### src/rrts_pkg.sv
// shared types, constants and the control store of the task slot scheduler
package rrts_pkg;

  // table size and derived widths
  localparam int SlotCount = 8;
  localparam int SlotW     = $clog2(SlotCount);
  localparam int CntW      = $clog2(SlotCount + 1);

  // word field widths
  localparam int CmdW     = 3;
  localparam int WidW     = 8;
  localparam int TidW     = 3;
  localparam int InDataW  = 16;
  localparam int OutDataW = 8;

  // control store address width
  localparam int UpcW = 5;

  typedef logic [SlotW-1:0] slot_idx_t;
  typedef logic [CntW-1:0]  cnt_t;
  typedef logic [UpcW-1:0]  upc_t;

  // slot states
  typedef enum logic [2:0] {
    S_FREE    = 3'd0,
    S_READY   = 3'd1,
    S_RUNNING = 3'd2,
    S_WAITING = 3'd3,
    S_DEAD    = 3'd4
  } slot_e;

  // command codes
  typedef enum logic [2:0] {
    CMD_CREATE   = 3'd0,
    CMD_START    = 3'd1,
    CMD_SCHEDULE = 3'd2,
    CMD_WAIT     = 3'd3,
    CMD_WAKE     = 3'd4,
    CMD_EXIT     = 3'd5,
    CMD_ACK      = 3'd6
  } cmd_e;

  // result status codes
  typedef enum logic [1:0] {
    RS_DONE  = 2'd0,
    RS_FULL  = 2'd1,
    RS_NOCHG = 2'd2,
    RS_HALT  = 2'd3
  } status_e;

  // table address source
  typedef enum logic [1:0] {
    A_PTR = 2'd0,
    A_CUR = 2'd1,
    A_WID = 2'd2
  } asel_e;

  // table write mode
  typedef enum logic [1:0] {
    WR_NONE   = 2'd0,
    WR_SET    = 2'd1,
    WR_DEMOTE = 2'd2
  } wr_e;

  // runnable count update
  typedef enum logic [2:0] {
    CNT_HOLD     = 3'd0,
    CNT_INC      = 3'd1,
    CNT_INC_WAIT = 3'd2,
    CNT_DEC      = 3'd3,
    CNT_DEC_RUN  = 3'd4
  } cnt_e;

  // scan pointer update
  typedef enum logic [1:0] {
    PTR_HOLD      = 2'd0,
    PTR_ZERO      = 2'd1,
    PTR_AFTER_CUR = 2'd2,
    PTR_ADV       = 2'd3
  } ptr_e;

  // pending switch flag update
  typedef enum logic [1:0] {
    PEND_HOLD = 2'd0,
    PEND_SET  = 2'd1,
    PEND_CLR  = 2'd2
  } pend_e;

  // scan match predicate
  typedef enum logic [1:0] {
    M_NONE       = 2'd0,
    M_FREE       = 2'd1,
    M_READY      = 2'd2,
    M_READY_WAIT = 2'd3
  } match_e;

  // sequencer jump kinds
  typedef enum logic [2:0] {
    J_NEXT     = 3'd0,
    J_ALWAYS   = 3'd1,
    J_IDLE     = 3'd2,
    J_DISPATCH = 3'd3,
    J_IFNOT    = 3'd4,
    J_SCAN     = 3'd5,
    J_EMIT     = 3'd6
  } jump_e;

  // datapath tests for conditional jumps
  typedef enum logic [2:0] {
    T_SCHED = 3'd0,
    T_WAIT  = 3'd1,
    T_WAKE  = 3'd2,
    T_CUR   = 3'd3,
    T_CNT   = 3'd4,
    T_PEND  = 3'd5,
    T_START = 3'd6
  } test_e;

  // one control word
  typedef struct packed {
    asel_e   asel;
    wr_e     wr;
    slot_e   wr_val;
    cnt_e    cnt;
    ptr_e    ptr;
    logic    cur_ld;
    pend_e   pend;
    logic    halt_set;
    logic    res_clr;
    logic    st_ld;
    status_e st_val;
    logic    tid_ld;
    logic    sw_set;
    match_e  match;
    jump_e   jmp;
    test_e   test;
    upc_t    target;
  } ctrl_t;

  // datapath status seen by the sequencer
  typedef struct packed {
    logic [CmdW-1:0] cmd;
    logic            halted;
    logic            test_ok;
    logic            match;
    logic            scan_last;
  } dp_stat_t;

  // result fields
  typedef struct packed {
    status_e         status;
    logic [TidW-1:0] task_id;
    logic            sw;
    logic            halted;
  } res_t;

  // control store addresses
  localparam upc_t U_IDLE     = 5'd0;
  localparam upc_t U_DISPATCH = 5'd1;
  localparam upc_t U_EMIT     = 5'd2;
  localparam upc_t U_HALT     = 5'd3;
  localparam upc_t U_CR0      = 5'd4;
  localparam upc_t U_CR_SCAN  = 5'd5;
  localparam upc_t U_CR_FULL  = 5'd6;
  localparam upc_t U_CR_HIT   = 5'd7;
  localparam upc_t U_CR_START = 5'd8;
  localparam upc_t U_SC0      = 5'd9;
  localparam upc_t U_SC_SCAN  = 5'd10;
  localparam upc_t U_SC_MISS  = 5'd11;
  localparam upc_t U_SC_DEM   = 5'd12;
  localparam upc_t U_SC_SW    = 5'd13;
  localparam upc_t U_WT0      = 5'd14;
  localparam upc_t U_WT1      = 5'd15;
  localparam upc_t U_WK0      = 5'd16;
  localparam upc_t U_WK1      = 5'd17;
  localparam upc_t U_EX0      = 5'd18;
  localparam upc_t U_EX1      = 5'd19;
  localparam upc_t U_EX2      = 5'd20;
  localparam upc_t U_EX_SCAN  = 5'd21;
  localparam upc_t U_EX_HALT  = 5'd22;
  localparam upc_t U_EX_HIT   = 5'd23;
  localparam upc_t U_AK0      = 5'd24;
  localparam upc_t U_AK1      = 5'd25;

  // idle control word
  localparam ctrl_t CtrlNop = '{
    asel: A_PTR, wr: WR_NONE, wr_val: S_FREE, cnt: CNT_HOLD, ptr: PTR_HOLD,
    cur_ld: 1'b0, pend: PEND_HOLD, halt_set: 1'b0, res_clr: 1'b0,
    st_ld: 1'b0, st_val: RS_DONE, tid_ld: 1'b0, sw_set: 1'b0,
    match: M_NONE, jmp: J_NEXT, test: T_CUR, target: U_IDLE
  };

  // entry point for a command word
  function automatic upc_t entry_of(logic [CmdW-1:0] cmd, logic halted);
    upc_t a;
    a = U_EMIT;
    if (halted) begin
      a = U_HALT;
    end else begin
      case (cmd)
        CMD_CREATE, CMD_START: a = U_CR0;
        CMD_SCHEDULE:          a = U_SC0;
        CMD_WAIT:              a = U_WT0;
        CMD_WAKE:              a = U_WK0;
        CMD_EXIT:              a = U_EX0;
        CMD_ACK:               a = U_AK0;
        default:               a = U_EMIT;
      endcase
    end
    return a;
  endfunction

  // microprogram
  function automatic ctrl_t ucode(upc_t a);
    ctrl_t c;
    c = CtrlNop;
    case (a)
      U_IDLE: begin
        c.jmp = J_IDLE;
      end
      U_DISPATCH: begin
        c.res_clr = 1'b1;
        c.jmp     = J_DISPATCH;
      end
      U_EMIT: begin
        c.jmp = J_EMIT;
      end
      U_HALT: begin
        c.st_ld = 1'b1; c.st_val = RS_HALT;
        c.jmp = J_ALWAYS; c.target = U_EMIT;
      end
      // create and start
      U_CR0: begin
        c.ptr = PTR_ZERO;
      end
      U_CR_SCAN: begin
        c.match = M_FREE; c.ptr = PTR_ADV;
        c.jmp = J_SCAN; c.target = U_CR_HIT;
      end
      U_CR_FULL: begin
        c.st_ld = 1'b1; c.st_val = RS_FULL;
        c.jmp = J_ALWAYS; c.target = U_EMIT;
      end
      U_CR_HIT: begin
        c.asel = A_PTR; c.wr = WR_SET; c.wr_val = S_READY; c.cnt = CNT_INC;
        c.st_ld = 1'b1; c.st_val = RS_DONE; c.tid_ld = 1'b1;
        c.jmp = J_IFNOT; c.test = T_START; c.target = U_EMIT;
      end
      U_CR_START: begin
        c.asel = A_PTR; c.wr = WR_SET; c.wr_val = S_RUNNING;
        c.cur_ld = 1'b1; c.sw_set = 1'b1;
        c.jmp = J_ALWAYS; c.target = U_EMIT;
      end
      // schedule
      U_SC0: begin
        c.asel = A_CUR; c.ptr = PTR_AFTER_CUR;
        c.jmp = J_IFNOT; c.test = T_SCHED; c.target = U_EMIT;
      end
      U_SC_SCAN: begin
        c.match = M_READY; c.ptr = PTR_ADV;
        c.jmp = J_SCAN; c.target = U_SC_DEM;
      end
      U_SC_MISS: begin
        c.jmp = J_ALWAYS; c.target = U_EMIT;
      end
      U_SC_DEM: begin
        c.asel = A_CUR; c.wr = WR_DEMOTE;
      end
      U_SC_SW: begin
        c.asel = A_PTR; c.wr = WR_SET; c.wr_val = S_RUNNING;
        c.cur_ld = 1'b1; c.pend = PEND_SET;
        c.st_ld = 1'b1; c.st_val = RS_DONE; c.tid_ld = 1'b1; c.sw_set = 1'b1;
        c.jmp = J_ALWAYS; c.target = U_EMIT;
      end
      // wait
      U_WT0: begin
        c.asel = A_CUR;
        c.jmp = J_IFNOT; c.test = T_WAIT; c.target = U_EMIT;
      end
      U_WT1: begin
        c.asel = A_CUR; c.wr = WR_SET; c.wr_val = S_WAITING; c.cnt = CNT_DEC;
        c.st_ld = 1'b1; c.st_val = RS_DONE;
        c.jmp = J_ALWAYS; c.target = U_EMIT;
      end
      // wake
      U_WK0: begin
        c.asel = A_WID;
        c.jmp = J_IFNOT; c.test = T_WAKE; c.target = U_EMIT;
      end
      U_WK1: begin
        c.asel = A_WID; c.wr = WR_SET; c.wr_val = S_READY; c.cnt = CNT_INC;
        c.st_ld = 1'b1; c.st_val = RS_DONE;
        c.jmp = J_ALWAYS; c.target = U_EMIT;
      end
      // exit
      U_EX0: begin
        c.jmp = J_IFNOT; c.test = T_CUR; c.target = U_EMIT;
      end
      U_EX1: begin
        c.asel = A_CUR; c.wr = WR_SET; c.wr_val = S_DEAD; c.cnt = CNT_DEC_RUN;
        c.ptr = PTR_ZERO;
      end
      U_EX2: begin
        c.jmp = J_IFNOT; c.test = T_CNT; c.target = U_EX_HALT;
      end
      U_EX_SCAN: begin
        c.match = M_READY_WAIT; c.ptr = PTR_ADV;
        c.jmp = J_SCAN; c.target = U_EX_HIT;
      end
      U_EX_HALT: begin
        c.halt_set = 1'b1; c.st_ld = 1'b1; c.st_val = RS_HALT;
        c.jmp = J_ALWAYS; c.target = U_EMIT;
      end
      U_EX_HIT: begin
        c.asel = A_PTR; c.wr = WR_SET; c.wr_val = S_RUNNING; c.cnt = CNT_INC_WAIT;
        c.cur_ld = 1'b1; c.pend = PEND_SET;
        c.st_ld = 1'b1; c.st_val = RS_DONE; c.tid_ld = 1'b1; c.sw_set = 1'b1;
        c.jmp = J_ALWAYS; c.target = U_EMIT;
      end
      // switch acknowledge
      U_AK0: begin
        c.jmp = J_IFNOT; c.test = T_PEND; c.target = U_EMIT;
      end
      U_AK1: begin
        c.pend = PEND_CLR; c.st_ld = 1'b1; c.st_val = RS_DONE;
        c.jmp = J_ALWAYS; c.target = U_EMIT;
      end
      default: begin
        c.jmp = J_ALWAYS; c.target = U_IDLE;
      end
    endcase
    return c;
  endfunction

endpackage

### src/round_robin_task_slot_scheduler.sv
// top level of the round-robin task slot scheduler
//
//   channel   dir  bus            fields, lowest bit up
//   command   in   s_axis_*       command[2:0], wake_id[10:3], zero[15:11]
//   result    out  m_axis_*       status[1:0], task_id[4:2], switch_request[5],
//                                 is_halted[6], zero[7]
//
// one control step per cycle; a word runs through dispatch, the steps of its command,
// including any table scan over the slots, and the emit step, and the sequencer
// returns to its idle step before the next word is taken
// reset clears the whole slot table at once, no clearing pass is needed
// a result waits in the output register while the next word is taken;
// a second result holds the sequencer at its emit step until the register frees
module round_robin_task_slot_scheduler (
  input  logic                          clk_i,
  input  logic                          rst_ni,
  // command, wake_id
  input  logic                          s_axis_tvalid,
  output logic                          s_axis_tready,
  input  logic [rrts_pkg::InDataW-1:0]  s_axis_tdata,
  // status, task_id, switch_request, is_halted
  output logic                          m_axis_tvalid,
  input  logic                          m_axis_tready,
  output logic [rrts_pkg::OutDataW-1:0] m_axis_tdata
);

  rrts_pkg::ctrl_t    ctrl;
  rrts_pkg::dp_stat_t stat;
  rrts_pkg::res_t     res;

  logic in_ready;
  logic in_fire;
  logic emit;
  logic out_free;

  logic                          m_valid_q;
  logic [rrts_pkg::OutDataW-1:0] m_data_q;

  assign s_axis_tready = in_ready;
  assign in_fire       = s_axis_tvalid && in_ready;
  assign out_free      = !m_valid_q || m_axis_tready;

  // sequencer
  rrts_useq u_useq (
    .clk_i      (clk_i),
    .rst_ni     (rst_ni),
    .in_valid_i (s_axis_tvalid),
    .out_free_i (out_free),
    .stat_i     (stat),
    .in_ready_o (in_ready),
    .emit_o     (emit),
    .ctrl_o     (ctrl)
  );

  // datapath
  rrts_dpath u_dpath (
    .clk_i     (clk_i),
    .rst_ni    (rst_ni),
    .in_fire_i (in_fire),
    .cmd_i     (s_axis_tdata[rrts_pkg::CmdW-1:0]),
    .wid_i     (s_axis_tdata[rrts_pkg::CmdW +: rrts_pkg::WidW]),
    .ctrl_i    (ctrl),
    .stat_o    (stat),
    .res_o     (res)
  );

  // output register valid
  always_ff @(posedge clk_i or negedge rst_ni) begin
    if (!rst_ni) begin
      m_valid_q <= 1'b0;
    end else if (emit) begin
      m_valid_q <= 1'b1;
    end else if (m_axis_tready) begin
      m_valid_q <= 1'b0;
    end
  end

  // output register word
  always_ff @(posedge clk_i) begin
    if (emit) begin
      m_data_q <= {1'b0, res.halted, res.sw, res.task_id, res.status};
    end
  end

  assign m_axis_tvalid = m_valid_q;
  assign m_axis_tdata  = m_data_q;

endmodule

### src/rrts_useq.sv
// microprogram sequencer: step counter, control store and jump logic
module rrts_useq (
  input  logic               clk_i,
  input  logic               rst_ni,
  input  logic               in_valid_i,
  input  logic               out_free_i,
  input  rrts_pkg::dp_stat_t stat_i,
  output logic               in_ready_o,
  output logic               emit_o,
  output rrts_pkg::ctrl_t    ctrl_o
);

  rrts_pkg::upc_t upc_q, upc_d;
  rrts_pkg::ctrl_t ctrl;

  // control store lookup
  assign ctrl   = rrts_pkg::ucode(upc_q);
  assign ctrl_o = ctrl;

  assign in_ready_o = (ctrl.jmp == rrts_pkg::J_IDLE);
  assign emit_o     = (ctrl.jmp == rrts_pkg::J_EMIT) && out_free_i;

  // next step selection
  always_comb begin
    upc_d = upc_q + rrts_pkg::UpcW'(1);
    case (ctrl.jmp)
      rrts_pkg::J_NEXT:     upc_d = upc_q + rrts_pkg::UpcW'(1);
      rrts_pkg::J_ALWAYS:   upc_d = ctrl.target;
      rrts_pkg::J_IDLE:     upc_d = in_valid_i ? rrts_pkg::U_DISPATCH : rrts_pkg::U_IDLE;
      rrts_pkg::J_DISPATCH: upc_d = rrts_pkg::entry_of(stat_i.cmd, stat_i.halted);
      rrts_pkg::J_IFNOT:    upc_d = stat_i.test_ok ? upc_q + rrts_pkg::UpcW'(1) : ctrl.target;
      rrts_pkg::J_SCAN: begin
        if (stat_i.match) begin
          upc_d = ctrl.target;
        end else if (stat_i.scan_last) begin
          upc_d = upc_q + rrts_pkg::UpcW'(1);
        end else begin
          upc_d = upc_q;
        end
      end
      rrts_pkg::J_EMIT:     upc_d = out_free_i ? rrts_pkg::U_IDLE : upc_q;
      default:              upc_d = rrts_pkg::U_IDLE;
    endcase
  end

  // step counter
  always_ff @(posedge clk_i or negedge rst_ni) begin
    if (!rst_ni) begin
      upc_q <= rrts_pkg::U_IDLE;
    end else begin
      upc_q <= upc_d;
    end
  end

endmodule

### src/rrts_dpath.sv
// datapath: slot table, current task, runnable count, flags and result fields
module rrts_dpath (
  input  logic                        clk_i,
  input  logic                        rst_ni,
  input  logic                        in_fire_i,
  input  logic [rrts_pkg::CmdW-1:0]   cmd_i,
  input  logic [rrts_pkg::WidW-1:0]   wid_i,
  input  rrts_pkg::ctrl_t             ctrl_i,
  output rrts_pkg::dp_stat_t          stat_o,
  output rrts_pkg::res_t              res_o
);

  rrts_pkg::slot_e slot_q [rrts_pkg::SlotCount];

  logic [rrts_pkg::CmdW-1:0] cmd_q;
  logic [rrts_pkg::WidW-1:0] wid_q;
  rrts_pkg::slot_idx_t       cur_q, cur_d;
  logic                      cur_v_q, cur_v_d;
  rrts_pkg::cnt_t            cnt_q, cnt_d;
  logic                      pend_q, pend_d;
  logic                      halt_q, halt_d;
  rrts_pkg::slot_idx_t       ptr_q, ptr_d;
  rrts_pkg::slot_idx_t       it_q, it_d;
  rrts_pkg::status_e         st_q, st_d;
  logic [rrts_pkg::TidW-1:0] tid_q, tid_d;
  logic                      sw_q, sw_d;

  rrts_pkg::slot_idx_t addr;
  rrts_pkg::slot_e     rd;
  logic                wid_ok;
  logic                match;
  logic                test_ok;
  logic                wr_en;
  rrts_pkg::slot_e     wr_data;
  rrts_pkg::slot_idx_t ptr_inc;
  rrts_pkg::slot_idx_t cur_inc;

  // wake slot range check
  assign wid_ok = {1'b0, wid_q} < (rrts_pkg::WidW + 1)'(rrts_pkg::SlotCount);

  // table address select and read
  always_comb begin
    case (ctrl_i.asel)
      rrts_pkg::A_PTR: addr = ptr_q;
      rrts_pkg::A_CUR: addr = cur_q;
      rrts_pkg::A_WID: addr = wid_ok ? wid_q[rrts_pkg::SlotW-1:0] : '0;
      default:         addr = ptr_q;
    endcase
  end
  assign rd = slot_q[addr];

  // scan predicate
  always_comb begin
    case (ctrl_i.match)
      rrts_pkg::M_FREE:       match = (rd == rrts_pkg::S_FREE);
      rrts_pkg::M_READY:      match = (rd == rrts_pkg::S_READY);
      rrts_pkg::M_READY_WAIT: match = (rd == rrts_pkg::S_READY) ||
                                      (rd == rrts_pkg::S_WAITING);
      default:                match = 1'b0;
    endcase
  end

  // jump conditions
  always_comb begin
    case (ctrl_i.test)
      rrts_pkg::T_SCHED: test_ok = cur_v_q && !pend_q &&
                                   ((rd == rrts_pkg::S_WAITING) ||
                                    (cnt_q >= rrts_pkg::CntW'(2)));
      rrts_pkg::T_WAIT:  test_ok = cur_v_q && (rd == rrts_pkg::S_RUNNING);
      rrts_pkg::T_WAKE:  test_ok = wid_ok && (rd == rrts_pkg::S_WAITING);
      rrts_pkg::T_CUR:   test_ok = cur_v_q;
      rrts_pkg::T_CNT:   test_ok = (cnt_q != '0);
      rrts_pkg::T_PEND:  test_ok = pend_q;
      rrts_pkg::T_START: test_ok = (cmd_q == rrts_pkg::CMD_START);
      default:           test_ok = 1'b0;
    endcase
  end

  assign stat_o = '{
    cmd:       cmd_q,
    halted:    halt_q,
    test_ok:   test_ok,
    match:     match,
    scan_last: (it_q == rrts_pkg::SlotW'(rrts_pkg::SlotCount - 1))
  };

  // table write
  always_comb begin
    wr_en   = 1'b0;
    wr_data = ctrl_i.wr_val;
    case (ctrl_i.wr)
      rrts_pkg::WR_SET: wr_en = 1'b1;
      rrts_pkg::WR_DEMOTE: begin
        wr_en   = (rd == rrts_pkg::S_RUNNING);
        wr_data = rrts_pkg::S_READY;
      end
      default: wr_en = 1'b0;
    endcase
  end

  // wrap-around increments
  assign ptr_inc = (ptr_q == rrts_pkg::SlotW'(rrts_pkg::SlotCount - 1)) ?
                   '0 : ptr_q + rrts_pkg::SlotW'(1);
  assign cur_inc = (cur_q == rrts_pkg::SlotW'(rrts_pkg::SlotCount - 1)) ?
                   '0 : cur_q + rrts_pkg::SlotW'(1);

  // register updates from the control word
  always_comb begin
    cnt_d = cnt_q;
    case (ctrl_i.cnt)
      rrts_pkg::CNT_INC:      cnt_d = cnt_q + rrts_pkg::CntW'(1);
      rrts_pkg::CNT_INC_WAIT: if (rd == rrts_pkg::S_WAITING) begin
        cnt_d = cnt_q + rrts_pkg::CntW'(1);
      end
      rrts_pkg::CNT_DEC:      if (cnt_q != '0) begin
        cnt_d = cnt_q - rrts_pkg::CntW'(1);
      end
      rrts_pkg::CNT_DEC_RUN:  if (((rd == rrts_pkg::S_RUNNING) ||
                                   (rd == rrts_pkg::S_READY)) && (cnt_q != '0)) begin
        cnt_d = cnt_q - rrts_pkg::CntW'(1);
      end
      default:                cnt_d = cnt_q;
    endcase

    ptr_d = ptr_q;
    it_d  = it_q;
    case (ctrl_i.ptr)
      rrts_pkg::PTR_ZERO: begin
        ptr_d = '0;
        it_d  = '0;
      end
      rrts_pkg::PTR_AFTER_CUR: begin
        ptr_d = cur_inc;
        it_d  = '0;
      end
      rrts_pkg::PTR_ADV: if (!match) begin
        ptr_d = ptr_inc;
        it_d  = it_q + rrts_pkg::SlotW'(1);
      end
      default: ptr_d = ptr_q;
    endcase

    cur_d   = ctrl_i.cur_ld ? ptr_q : cur_q;
    cur_v_d = ctrl_i.cur_ld ? 1'b1 : cur_v_q;

    case (ctrl_i.pend)
      rrts_pkg::PEND_SET: pend_d = 1'b1;
      rrts_pkg::PEND_CLR: pend_d = 1'b0;
      default:            pend_d = pend_q;
    endcase

    halt_d = halt_q || ctrl_i.halt_set;

    // result fields
    st_d  = st_q;
    tid_d = tid_q;
    sw_d  = sw_q;
    if (ctrl_i.res_clr) begin
      st_d  = rrts_pkg::RS_NOCHG;
      tid_d = '0;
      sw_d  = 1'b0;
    end
    if (ctrl_i.st_ld) begin
      st_d = ctrl_i.st_val;
    end
    if (ctrl_i.tid_ld) begin
      tid_d = rrts_pkg::TidW'(ptr_q);
    end
    if (ctrl_i.sw_set) begin
      sw_d = 1'b1;
    end
  end

  // control state
  always_ff @(posedge clk_i or negedge rst_ni) begin
    if (!rst_ni) begin
      for (int i = 0; i < rrts_pkg::SlotCount; i++) begin
        slot_q[i] <= rrts_pkg::S_FREE;
      end
      cur_q   <= '0;
      cur_v_q <= 1'b0;
      cnt_q   <= '0;
      pend_q  <= 1'b0;
      halt_q  <= 1'b0;
    end else begin
      if (wr_en) begin
        slot_q[addr] <= wr_data;
      end
      cur_q   <= cur_d;
      cur_v_q <= cur_v_d;
      cnt_q   <= cnt_d;
      pend_q  <= pend_d;
      halt_q  <= halt_d;
    end
  end

  // command capture, scan pointer and result fields
  always_ff @(posedge clk_i) begin
    if (in_fire_i) begin
      cmd_q <= cmd_i;
      wid_q <= wid_i;
    end
    ptr_q <= ptr_d;
    it_q  <= it_d;
    st_q  <= st_d;
    tid_q <= tid_d;
    sw_q  <= sw_d;
  end

  assign res_o = '{status: st_q, task_id: tid_q, sw: sw_q, halted: halt_q};

endmodule
### config.mk
export PLATFORM = sky130hd
export DESIGN_NAME = round_robin_task_slot_scheduler
export DESIGN_NICKNAME = d
export VERILOG_FILES = /design/src/rrts_pkg.sv /design/src/round_robin_task_slot_scheduler.sv /design/src/rrts_useq.sv /design/src/rrts_dpath.sv
export SDC_FILE = /design/constraint.sdc
export NUM_CORES = 1
export LEC_CHECK = 0
export BUFFER_PORTS_ARGS = -buffer_cell sky130_fd_sc_hd__buf_4
export CORE_ASPECT_RATIO = 1.25
export CORE_MARGIN = 5
export CORE_UTILIZATION = 56
export DETAILED_ROUTE_END_ITERATION = 8
export GPL_TIMING_DRIVEN = 0
export PLACE_DENSITY_LB_ADDON = 0.05
export SLEW_MARGIN = 20
export SYNTH_ARGS = -nofsm -noshare
export SYNTH_HDL_FRONTEND = slang
export SYNTH_HIERARCHICAL = 1
export SYNTH_SLANG_ARGS = --single-unit
### constraint.sdc
create_clock -name clk_i -period 4.7 [get_ports clk_i]
set_input_delay 0.47 -clock clk_i [delete_from_list [all_inputs] [get_ports clk_i]]
set_output_delay 0.47 -clock clk_i [all_outputs]
set_load 0.01 [all_outputs]
# --- After elaboration in Yosys (flattened, before gate mapping) ---
# Cells that the tools add are included.
op_classes:
  eq_ne: 71
  order_cmp: 4
  reduce_logical: 48
  addsub: 6
  bitwise: 1
  muxes: 52
op_table:
  columns: ["cell", "count"]
  rows:
  - ["$eq A5 B5 Y1 const B", 10]
  - ["$eq A5 B4 Y1 const B", 8]
  - ["$eq A3 B3 Y1 const B", 13]
  - ["$pmux W3 S6", 2]
  - ["$pmux W5 S7", 1]
  - ["$mux W3", 11]
  - ["$eq A3 B2 Y1 const B", 10]
  - ["$pmux W5 S6", 1]
  - ["$mux W5", 5]
  - ["$pmux W5 S5", 1]
  - ["$bwmux W24", 1]
  - ["$pmux W3 S4", 2]
  - ["$eq A5 B3 Y1 const B", 4]
  - ["$pmux W3 S3", 2]
  - ["$pmux W4 S4", 1]
  - ["$reduce_or A16 Y1", 1]
  - ["$eq A3 B1 Y1 const B", 5]
  - ["$eq A2 B2 Y1 const B", 7]
  - ["$reduce_or A2 Y1", 7]
  - ["$reduce_or A7 Y1", 2]
  - ["$logic_not A3 Y1", 4]
  - ["$mux W4", 3]
  - ["$pmux W2 S2", 3]
  - ["$pmux W2 S3", 2]
  - ["other kinds (35)", 76]
word_totals:
  regBits: 70
  output_inout_bits: 10

# --- Logic depth before layout (Yosys ltp) ---
logic_depth:
  depth_word: 15
  ltp_mapped: 25
  ltp_nobuf: 21

# --- By module ---
# Netlist, hierarchy kept.
modules_own_cells:
  columns: ["module", "cells_per_inst", "area_each_um2", "instances", "seq_area_each_um2"]
  rows:
  - ["rrts_dpath", 262, 3223.1, 1, 1531.5]
  - ["rrts_useq", 187, 1306.3, 1, 125.1]
  - ["round_robin_task_slot_scheduler", 13, 275.3, 1, 235.2]

# --- Worst setup path before layout ---
# No wires, ideal clock.
synth_path:
  kind: "register to register"
  startpoint: "register u_useq.upc_q[0]"
  endpoint: "register u_useq.upc_q[3]"
  t_arrival_ns: 4.552
  path_slack_ns: 0.014
  required_time_ns: 4.567
  stages_incl_launch_ff: 23
  path_buffers: 2
  synth_period_minus_slack_ns: 4.686
  path_cell_list: "dfrtp_1 -> ha_1 -> nand2_1 -> nor2_1 -> ha_1 -> or4_1 -> inv_1 -> ha_1 -> clkbuf_1 -> o41ai_4 -> a222oi_1 -> a221oi_2 -> a31oi_4 -> nand4_1 -> o31ai_1 -> a221oi_1 -> a21oi_1 -> buf_4 -> and3_1 -> nand3_1 -> o21ai_0 -> nor3_1 -> o22ai_1"
synth_rtl:
  columns: ["item", "line", "text"]
  rows:
  - ["from (decl)", "rrts_useq.sv:13", "rrts_pkg::upc_t upc_q, upc_d;"]
  - ["from (signal assigned)", "rrts_useq.sv:49", "upc_q <= rrts_pkg::U_IDLE;"]
  - ["from (signal assigned)", "rrts_useq.sv:51", "upc_q <= upc_d;"]

==> key figures <==
Status
  • Status: finished clean

CTS
  • CTS buffer count: 9
  • Clock latency at the later pin of the worst-skew pair: 0.36 ns
  • Htree depth: 3
  • CTS sink cnt: 70
  • Clk slew on worst S/H paths: 0.09 ns
  • Clock root buffer: clkbuf_8
  • CTS tree: built
  • Clk buf depth: 2
  • CTS Hold Buffers Added: 0

STA
  • Unrepaired setup endpoints after global routing: yes
  • Period minus WS final: 4.552 ns
  • Fin. Hold Viols: 0
  • Relative slew margins: 0.4425
  • Fmax achieved: 219.7 MHz
  • Setup Skew: 0.01539 ns
  • Final worst slack: 0.1476 ns
  • Final hold slack: 0.07450 ns
  • Final worst path period share: 0.9686
  • Pins Over Slew Limit: 0
  • Final setup viols: 0
  • Worst-Margin Slew: 0.8363 ns

Finish
  • Ant diodes: 0
  • Final nets: 545
  • Share of layout cells above drive strength 1: 0.3438
  • Area added between synthesis and finish: 16.50%
  • Final core utilization: 0.6749

Routing
  • DR WL/cell: 19.55 um
  • Starting DRT DRC Count: 239
  • Vias per cell: 6.211
  • Number of routed nets with antenna violations: 0
  • DR pass1 iterations: 5
  • Post-Route WL: approximately 12,000 um
  • Drt drc: 0
  • Via Count: 3,764

Critical path
  • Max incr delay on CP: between 0.5 and 0.6 ns
  • CP top delay family: compound AO/OA/AOI/OAI gates
  • Arr. time, crit path: 4.80 ns
  • Worst-path maximum fanout: 10
  • Critical Path RT: 4.95 ns
  • Worst R2R Setup Slack: 0.15 ns
  • CP Launch Type: register
  • Crit path buffers/inverters: 4
  • CP max-delay cell: or4_4
  • Crit path from: u_useq/upc_q[1]
  • Crit. path cell count: 21
  • Crit path cell chain: ha_4 -> nand2_4 -> nor2_1 -> ha_2 -> or4_4 -> inv_2 -> ha_4 -> nand2_2 -> o41ai_4 -> buf_6 -> a222oi_1 -> a221oi_2 -> a31oi_4 -> buf_4 -> and4b_1 -> o21a_1 -> buf_4 -> nand2b_2 -> o21ai_4 -> a31oi_1 -> a21o_1
  • Crit Path Category: register to register
  • FF-to-FF Start: u_useq/upc_q[1]
  • R2R depth: 21
  • CP endpoint: u_useq/upc_q[0]
  • Worst reg2reg endpoint: u_useq/upc_q[0]
  • Worst Setup End Kind: register

Synth
  • Yosys warns: 6
  • Syn_area_per_cell: 10.41 sq um
  • Syn Nets: 502
  • Cells after synthesis: approximately 460
  • Mapped Area: between 4000 and 5000 sq um

Power
  • Combinational share of power: 0.524
  • VDD IR max: 276.5 uV
  • Int Pwr: 1.881 mW
  • PD cells: 583.9 nW/um^2
  • P_leak: 2.395 nW
  • Switch Pwr: 1.384 mW
  • Sw frac: 0.4239
  • Register share of total power: 0.285
  • Clock Power Share: 0.191

Placed design
  • Worst slack at placement: -0.8146 ns
  • HPWL Detailed: roughly 8700 um
  • Port-buffer cells: 23
  • Gpl congestion: 0.9271

Global route
  • Initial antenna violation count: 0
  • GR Overflow Total: 0
  • First-pass GRT wire length: 19,430 um
  • Vias in the first global route: around 3.8k
  • Overall global routing resource usage: 0.2357
  • Largest net degree at the start of global routing: a little over 40

Die
  • Full die area: 10,540 sq um
  • Boundary pin count: 30
  • Core ar.: 8287 sq um
  • # rows: 37
  • Die H: about 110 um
  • Die X: ~93 um
  • Initial Utilization: 0.5793

Run
  • Max cap viols: 0

Min path
  • Worst hold-check path type: input pin to asynchronous set/reset pin
how the worst min path moves through the flow:
stage	from	endpoint	slack [ns]	depth (start not counted)
2_1_floorplan	rst_ni	m_axis_tvalid	0.17	0
3_3_place_gp	u_dpath/tid_q[1]	m_axis_tdata[3]	0.41	0
3_5_place_dp	u_dpath/st_q[0]	m_axis_tdata[0]	0.41	0
4_1_cts	rst_ni	m_axis_tvalid	0.09	1
5_1_grt	rst_ni	u_useq/upc_q[3]	0.1	1
6_report	rst_ni	m_axis_tvalid	0.07	1
worst register-to-register path: stages (launching register included):
cell	delay [ns]
dfrtp_2	0.46
ha_4	0.22
nand2_4	0.10
nor2_1	0.06
ha_2	0.20
or4_4	0.56
inv_2	0.08
ha_4	0.15
nand2_2	0.08
o41ai_4	0.36
buf_6	0.20
a222oi_1	0.13
a221oi_2	0.36
a31oi_4	0.09
buf_4	0.17
and4b_1	0.18
o21a_1	0.20
buf_4	0.17
nand2b_2	0.22
o21ai_4	0.23
a31oi_1	0.07
a21o_1	0.15
power by group through the flow:
stage,Combinational (mW),Sequential (mW),Clock [mW]
final,1.71,0.931,0.624
after global routing,1.84,0.951,0.667
after CTS,1.61,0.930,0.633
after detailed placement,1.51,0.939,0
after global placement,1.49,0.930,0
after floorplan,1.13,0.919,0
cells in the final DEF, fill, tap and decap left out, drive strengths merged, types with 3 or more instances in the layout:
cell / n
buf: 55
a222oi: 7
nor3: 16
o22ai: 3
a22o: 4
a211oi: 3
o21ai: 23
mux2i: 3
and3: 6
xor2: 4
nand2b: 11
dfrtp: 40
edfxtp: 29
inv: 25
or2: 9
nor4: 4
ha: 20
nor3b: 3
mux2: 40
nand2: 36
nand3b: 4
bufinv: 3
a21o: 8
nor2b: 11
a22oi: 5
a31oi: 6
nand3: 11
nand4: 5
clkbuf: 11
o211ai: 4
a21oi: 18
and2: 8
a221oi: 4
nor2: 35
flip-flops by register name, summed over array words and instances, names as in the netlist, 2 cells and up:
name and count:
m_axis_tdata 7, u_dpath/cnt_q 4, u_dpath/tid_q 3, u_dpath/cmd_q 3, u_dpath/cur_q 3, u_dpath/st_q 2
u_dpath/it_q 3, u_dpath/ptr_q 3, u_useq/upc_q 5, u_dpath/slot_q 24, u_dpath/wid_q 8
per-stage QoR:
stage          area, sq um  instances  TNS (ns)  total power [mW]
3_3_place_gp          5095        581    -18.18             2.425
5_1_grt               5593        606   -0.1300             3.459
4_1_cts               5461        602         0             3.176
6_report              5593        606         0             3.266
3_5_place_dp          5095        581    -20.08             2.453
2_1_floorplan         4801        461         0             2.044
layout make-up:
cell class                 count  area [sq um]
buffer                        23         186.4
clock buffer                   9         123.9
clock inverter                 7         127.6
fill                         637          2694
inverter                      22         90.09
multi-input combinational    344          2778
sequential                    70          1894
tap                           97         121.4
timing repair buffer          34         271.5
repair_timing:
action | CTS | global route
resized for setup | 25 | 25
buffers inserted | 7 | 4
pin swaps | 9 | 10
gates cloned | 0 | 0
setup endpoints to repair | 39 | 26
layer usage:
| metal | vias up | GRT usage | wire length, um |
|---|---|---|---|
| met5 | - | 0 | 0 |
| met3 | 46 | 0.04485 | 423 |
| met2 | 103 | 0.4046 | 5964 |
| li1 | 1798 | - | - |
| met4 | 0 | 0.1320 | 673 |
| met1 | 1817 | 0.2748 | 4787 |
No activity file was read; power rests on OpenSTA's default activity.
